===== src/rtl/core/mwmgk_pkg.sv =====
package mwmgk_pkg;

	// Item kinds carried on the input tuser bit.
	localparam logic CMD_LOAD = 1'b0;
	localparam logic CMD_POP  = 1'b1;

	// Result of the shared key comparator.
	typedef struct packed {
		logic gt;  // stored key is strictly larger than the reference key
		logic eq;  // stored key equals the reference key
	} cmp_res_t;

endpackage


===== src/rtl/core/mwmgk_cmp.sv =====
module mwmgk_cmp
	import mwmgk_pkg::*;
#(
	parameter int W = 32
) (
	input  logic [W-1:0] stored_key,
	input  logic [W-1:0] ref_key,
	output cmp_res_t     res
);

	always_comb begin
		res.gt = stored_key > ref_key;
		res.eq = stored_key == ref_key;
	end

endmodule


===== config.mk =====
export PLATFORM = sky130hd
export DESIGN_NAME = mwmgk_cmp
export DESIGN_NICKNAME = d
export VERILOG_FILES = /design/src/rtl/core/mwmgk_pkg.sv /design/src/rtl/core/mwmgk_cmp.sv
export SDC_FILE = /design/constraint.sdc
export NUM_CORES = 1
export LEC_CHECK = 0
export ABC_AREA = 1
export BUFFER_PORTS_ARGS = -buffer_cell sky130_fd_sc_hd__buf_2
export CORE_ASPECT_RATIO = 1.2
export CORE_MARGIN = 2
export CORE_UTILIZATION = 44
export DETAILED_ROUTE_END_ITERATION = 16
export MAX_ROUTING_LAYER = met4
export PLACE_DENSITY = 0.86
export RECOVER_POWER = 25
export SKIP_LAST_GASP = 1
export SLEW_MARGIN = 0
export SYNTH_ARGS = -nofsm -noshare
export SYNTH_HDL_FRONTEND = slang
export SYNTH_SLANG_ARGS = --single-unit

===== constraint.sdc =====
create_clock -name vclk -period 1.1
set_input_delay 0.055 -clock vclk [all_inputs]
set_output_delay 0.055 -clock vclk [all_outputs]
set_load 0.1 [all_outputs]

==> results.json, run 1 <==
{
  "syn_to_final_growth_pct": 61.28,
  "grt_pass1_vias": 973,
  "rsz0062_at_grt": "yes",
  "crit_type": "primary input to output pin",
  "pre_cts_slack_ns": -0.3849,
  "initial_utilization_pct": 45.43,
  "synth.yosys.warnings": 0,
  "fillers": 159,
  "status": "finished, violations left",
  "cts_hold_buffers": 0,
  "coreArea_mm2": 0.002027,
  "p_per_area_mw_per_mm2": 372.6,
  "synth_cell_types": 19,
  "finalMaxSlewViolations": 0,
  "finalSetupViolations": 2,
  "fin_setup_tns_ns": -0.5555,
  "max-cap-violations": 0,
  "p_total_uw": 553.3,
  "fin_ws_ns": -0.2862,
  "clock.fmax_mhz": 721.4,
  "layout-drive-gt1-share_pct": 50.00,
  "first_pass_iters": 2,
  "die_area_mm2": 0.002476,
  "placed_cells": 229,
  "final_cells": 230,
  "grt-ovfl-total": 0,
  "wl_per_cell_um": 8.826,
  "slew_headroom_pct": 82.56,
  "nets": 308,
  "ys_seq_area_share_pct": 0,
  "grt_pass1_wl_um": 3249,
  "cp.required_ns": 1.04,
  "path_buf_inv": 4,
  "final_core_util_pct": 73.27,
  "dp_hpwl_um": 1779,
  "worstMarginPinSlew_ns": 0.2615,
  "rows": 18,
  "nClkBuffers": 0,
  "drt_wl_total_um": 2030,
  "portBuffers": 66,
  "synth_top_area_share_pct": 43.48,
  "final-seq-area_um2": 0,
  "min_from": "stored_key[16]",
  "grtUsageTotal_pct": 17.06,
  "holdPathStages": 5,
  "syn-instance-count": 142,
  "crit_slowest_cell": "ha_1",
  "gp_congestion": 0.7368,
  "cp_common_cell": "nor2_2",
  "cpPeakStageDelay_ns": 0.29,
  "crit_family": "simple AND/OR/NAND/NOR gates",
  "min_to": "res[0]",
  "peakVddDrop_v": 0.0002143,
  "crit_chain": "buf_2 > inv_1 > ha_1 > nand2_2 > nor2_2 > and2_4 > inv_4 > nor2_2 > nand2_1 > a21oi_4 > buf_12",
  "ant_nets": 0,
  "drcViolationCount": 0,
  "finalCriticalPeriod_ns": 1.386,
  "design.seq.count": 0,
  "vias": 1081,
  "synthTopCellsByArea": "ha_1 (43%), inv_1 (14%), nand2_1 (14%), a21oi_1 (7.6%), nand4_4 (2.3%)",
  "die_x_um": 45.76,
  "leakage_nw": 0.9098,
  "yosys.area.top_type": "ha_1",
  "critical_path_peak_fanout": 2,
  "final_common_cell": "buf_2",
  "post-route-period-util_pct": 126.0,
  "worstPathArrival_ns": 1.33,
  "syn_area_per_cell_um2": 6.485,
  "hold_viol_final": 0,
  "die_h_um": 54.12,
  "syn_area_um2": 920.9,
  "n_antenna_cell": 0,
  "viasPerCell": 4.700,
  "endpoint_kind": "output pin",
  "antenna_found_initial": 0,
  "violations": "setup timing",
  "synth_nets": 238,
  "io-pin-count": 66,
  "layout_common_cells": "buf_2 (59), nand2_1 (29), inv_1 (27), ha_1 (25), a21oi_1 (14)",
  "hp-class": "primary input to output pin",
  "grt_max_degree": 4,
  "crit_path_start_kind": "primary input",
  "drt-initial-drc-count": 2
}
## area by class of cell
class	instances	area, µm²	area share, %
well taps	20	25.02	1.685
multi-input cells	102	884.6	59.56
repair buffers	68	410.4	27.63
inverters	40	165.2	11.12
## cells by family after synthesis
group           after synthesis  synth area share (%)
compound gates               20                 12.09
fa+ha+maj                    32                 43.48
buf+inv                      40                 16.30
simple gates                 50                 28.13
## what timing repair did
| item | 4_1_cts | 5_1_grt |
|---|---|---|
| buffers inserted | 1 | 0 |
| pin swaps | 8 | 0 |
| gates resized for setup | 18 | 1 |
| setup endpoints to repair | 2 | 2 |
## cells in the mapped netlist (2+ instances only)
cell type / instances
nor2_1: 5
nand3_2: 2
nor2_2: 3
ha_1: 32
nand2_1: 34
inv_1: 35
a21oi_1: 14
inv_2: 5
o21a_1: 2
## tightest hold or removal path, stage by stage
cell and delay (ns):
buf_2 0.08, ha_1 0.24, nand4_4 0.11, nor3_4 0.06
buf_12 0.16
## worst max-delay path by stage
stage / cells after the start / startpoint / slack (ns) / endpoint
final: 11 / ref_key[28] / -0.29 / res[1]
after global routing: 10 / ref_key[21] / -0.37 / res[1]
after CTS: 10 / ref_key[21] / -0.29 / res[1]
after detailed placement: 11 / ref_key[11] / -0.38 / res[1]
after global placement: 11 / ref_key[11] / -0.36 / res[1]
after floorplan: 9 / ref_key[11] / -0.85 / res[1]
## per-layer routing
metal	global-route usage, %	wire length [µm]	up-vias
li1	-	-	585
met1	15.16	777	459
met2	39.20	1130	37
met3	0.6711	121	0
met4	0	0	0
met5	-	0	-
## where the power goes
part	switching (mW)	leakage [nW]	internal (mW)
registers	0	0	0
logic	0.276	0.910	0.278
clock network	0	0	0
## stage by stage
stage | hold WS [ns] | cell area [µm²]
detailed placement | 0.7665 | 1389
global route | 0.7950 | 1485
global placement | 0.7631 | 1389
finish | 0.7580 | 1485
floorplan | 0.5802 | 996.0
CTS | 0.7671 | 1479
(Power assumes the default switching activity.)
==> inputs of run 2 (changes only) <==
- clock period: 1.1 -> 1.4 ns (I/O delays scaled with it)
==> results.json, run 2 (same netlist as run 1, synthesis figures left out) <==
{
  "layout-drive-gt1-share_pct": 53.59,
  "ant_nets": 0,
  "hp-class": "primary input to output pin",
  "finalCriticalPeriod_ns": 1.410,
  "crit_family": "simple AND/OR/NAND/NOR gates",
  "crit_slowest_cell": "ha_1",
  "endpoint_kind": "output pin",
  "nClkBuffers": 0,
  "wl_met1_um": 744,
  "worstPathArrival_ns": 1.34,
  "drcViolationCount": 0,
  "die_h_um": 54.12,
  "cpPeakStageDelay_ns": 0.29,
  "nets": 307,
  "fillers": 153,
  "top_layer": "met3",
  "grtUsageTotal_pct": 16.35,
  "crit_cells": 10,
  "crit_chain": "buf_2 > inv_1 > ha_1 > nand2_2 > nor2_4 > nand4_4 > nor2_2 > nand2_1 > a21oi_4 > buf_12",
  "wl_met3_um": 130,
  "fin_ws_ns": -0.01048,
  "wl_per_cell_um": 8.991,
  "final_core_util_pct": 75.68,
  "grt-ovfl-total": 0,
  "slew_headroom_pct": 82.67,
  "drt_wl_total_um": 2059,
  "p_per_area_mw_per_mm2": 301.0,
  "post-route-period-util_pct": 100.7,
  "die_x_um": 45.76,
  "drt-initial-drc-count": 4,
  "grt_pass1_vias": 943,
  "leakage_nw": 0.9100,
  "worstMarginPinSlew_ns": 0.2591,
  "design.seq.count": 0,
  "crit_path_start_kind": "primary input",
  "rsz0062_at_grt": "yes",
  "grt_max_degree": 4,
  "die_area_mm2": 0.002476,
  "p_total_uw": 461.7,
  "path_buf_inv": 3,
  "min_to": "res[0]",
  "gp_congestion": 0.7364,
  "n_antenna_cell": 0,
  "multi_input_area_um2": 949.7,
  "cp.required_ns": 1.33,
  "fin_setup_tns_ns": -0.01048,
  "rows": 18,
  "finalSetupViolations": 1,
  "final-seq-area_um2": 0,
  "initial_utilization_pct": 45.43,
  "holdPathStages": 5,
  "dp_hpwl_um": 1803,
  "grt_pass1_wl_um": 3132,
  "violations": "setup timing",
  "critical_path_peak_fanout": 2,
  "status": "finished, violations left",
  "peakVddDrop_v": 0.0001589,
  "coreArea_mm2": 0.002027,
  "max-cap-violations": 0,
  "crit_type": "primary input to output pin",
  "portBuffers": 66,
  "io-pin-count": 66,
  "first_pass_iters": 3,
  "vias": 1098,
  "final_cells": 229,
  "antenna_found_initial": 0,
  "finalMaxSlewViolations": 0,
  "syn_to_final_growth_pct": 66.58,
  "wl_met2_um": 1184,
  "min_from": "stored_key[16]",
  "layout_common_cells": "buf_2 (60), nand2_1 (27), inv_1 (25), ha_1 (22), a21oi_1 (14)",
  "placed_cells": 229,
  "final_common_cell": "buf_2",
  "hold_viol_final": 0,
  "clock.fmax_mhz": 709.0,
  "viasPerCell": 4.795
}
## run 2: cell type report
cell class,instances,area share [%]
Multi-Input combinational cell,102,61.91
Tap cell,20,1.631
Timing Repair Buffer,67,25.86
Inverter,40,10.60
## run 2: timing repair
item,CTS,global route
endpoints found under the setup margin,2,2
pin swaps,4,8
hold buffers,0,0
gates resized for setup,12,18
buffers inserted,0,0
## run 2: stage by stage
stage | cell area [µm²] | worst slack [ns] | hold slack [ns]
floorplan | 996.0 | -0.5750 | 0.6102
global placement | 1389 | -0.08789 | 0.7931
detailed placement | 1389 | -0.1078 | 0.7975
CTS | 1460 | -0.02845 | 0.7981
global route | 1534 | -0.1060 | 0.8292
finish | 1534 | -0.01048 | 0.7916
## run 2: power breakdown
part,internal [mW],total (mW),switching (mW)
clock,0,0,0
sequential,0,0,0
combinational,0.230,0.462,0.232
total,0.230,0.462,0.232
## run 2: worst max path at each step
stage                startpoint  endpoint  slack (ns)
finish              ref_key[23]    res[1]       -0.01
global route        ref_key[23]    res[1]       -0.11
detailed placement  ref_key[11]    res[1]       -0.11
CTS                 ref_key[23]    res[1]       -0.03
global placement    ref_key[11]    res[1]       -0.09
floorplan           ref_key[11]    res[1]       -0.58
## run 2: routing by layer
| layer | track usage (%) | up-vias |
|---|---|---|
| met5 | - | - |
| met4 | 0 | 0 |
| met3 | 0.6711 | 0 |
| met2 | 36.15 | 37 |
| met1 | 15.72 | 478 |
| li1 | - | 583 |
==> inputs of run 3 (changes only) <==
- SKIP_LAST_GASP: 1 -> not set
==> results.json, run 3 (same netlist as run 1, synthesis figures left out) <==
{
  "endpoint_kind": "output pin",
  "worstPathArrival_ns": 1.34,
  "portBuffers": 66,
  "vias": 1098,
  "nClkBuffers": 0,
  "coreArea_mm2": 0.002027,
  "rsz0062_at_grt": "yes",
  "crit_chain": "buf_2 > inv_1 > ha_1 > nand2_2 > nor2_4 > nand4_4 > nor2_2 > nand2_1 > a21oi_4 > buf_12",
  "hp-class": "primary input to output pin",
  "slew_headroom_pct": 82.67,
  "first_pass_iters": 3,
  "die_h_um": 54.12,
  "syn_to_final_growth_pct": 66.58,
  "fin_hold_ws_ns": 0.7916,
  "cp.required_ns": 1.33,
  "violations": "setup timing",
  "worstMarginPinSlew_ns": 0.2591,
  "antenna_found_initial": 0,
  "drcViolationCount": 0,
  "post-route-period-util_pct": 100.7,
  "clock.fmax_mhz": 709.0,
  "pre_cts_slack_ns": -0.1078,
  "final_common_cell": "buf_2",
  "placed_area_mm2": 0.001389,
  "fin_ws_ns": -0.01048,
  "placed_cells": 229,
  "finalCriticalPeriod_ns": 1.410,
  "finalSetupViolations": 1,
  "crit_type": "primary input to output pin",
  "final-seq-area_um2": 0,
  "gp_congestion": 0.7364,
  "fillers": 153,
  "n_antenna_cell": 0,
  "final_cells": 229,
  "design_area_mm2": 0.001534,
  "die_area_mm2": 0.002476,
  "ant_nets": 0,
  "drt-initial-drc-count": 4,
  "leakage_nw": 0.9100,
  "wl_per_cell_um": 8.991,
  "grt_pass1_vias": 943,
  "drt_wl_total_um": 2059,
  "dp_hpwl_um": 1803,
  "crit_path_start_kind": "primary input",
  "io-pin-count": 66,
  "hold_viol_final": 0,
  "max-cap-violations": 0,
  "initial_utilization_pct": 45.43,
  "nets": 307,
  "peakVddDrop_v": 0.0001589,
  "fin_setup_tns_ns": -0.01048,
  "grtUsageTotal_pct": 16.35,
  "status": "finished, violations left",
  "grt_max_degree": 4,
  "layout_common_cells": "buf_2 (60), nand2_1 (27), inv_1 (25), ha_1 (22), a21oi_1 (14)",
  "grt_pass1_wl_um": 3132,
  "design.seq.count": 0,
  "viasPerCell": 4.795,
  "p_per_area_mw_per_mm2": 301.0,
  "layout-drive-gt1-share_pct": 53.59,
  "crit_slowest_cell": "ha_1",
  "die_x_um": 45.76,
  "cts_hold_buffers": 0,
  "grt-ovfl-total": 0,
  "rows": 18,
  "cpPeakStageDelay_ns": 0.29,
  "critical_path_peak_fanout": 2,
  "finalMaxSlewViolations": 0
}
[run 3: cell counts in the layout (fill, tap and decap cells not counted)]
No cell type changed its count.
[run 3: worst paths after layout]
| path | startpoint | endpoint | slack (ns) | cells after the start |
|---|---|---|---|---|
| worst max-delay path | ref_key[23] | res[1] | -0.01 | 10 |
| worst min-delay path | stored_key[16] | res[0] | 0.79 | 5 |
[run 3: timing repair]
item	4_1_cts	5_1_grt
resized for setup	12	18
endpoints found under the setup margin	2	2
pin swaps	5	9
buffers inserted	0	0
[run 3: layout make-up]
type	instances	area (µm²)	area share, %
Tap cell	20	25.02	1.631
Timing Repair Buffer	67	396.6	25.86
Multi-Input combinational cell	102	949.7	61.91
Inverter	40	162.7	10.60
[run 3: worst max-delay path: cells and delay by family]
family	cells	cell delay (ns)
fa+ha+maj	1	0.29
compound gates	1	0.15
buf+inv	3	0.30
simple gates	5	0.54
[run 3: power breakdown]
part           internal, mW  total [mW]  switching (mW)
combinational         0.230       0.462           0.232
sequential                0           0               0
clock                     0           0               0
total                 0.230       0.462           0.232
[run 3: through the flow]
step	util, %	total power [mW]
2_1_floorplan	-	0.2460
3_3_place_gp	68.52	0.3895
3_5_place_dp	68.52	0.3987
4_1_cts	72.04	0.4275
5_1_grt	75.68	0.5209
6_report	75.68	0.4617
[run 3: layer usage]
metal | wire [µm] | track usage, %
met5 | 0 | -
met4 | 0 | 0
met3 | 130 | 0.6711
met2 | 1184 | 36.15
met1 | 744 | 15.72
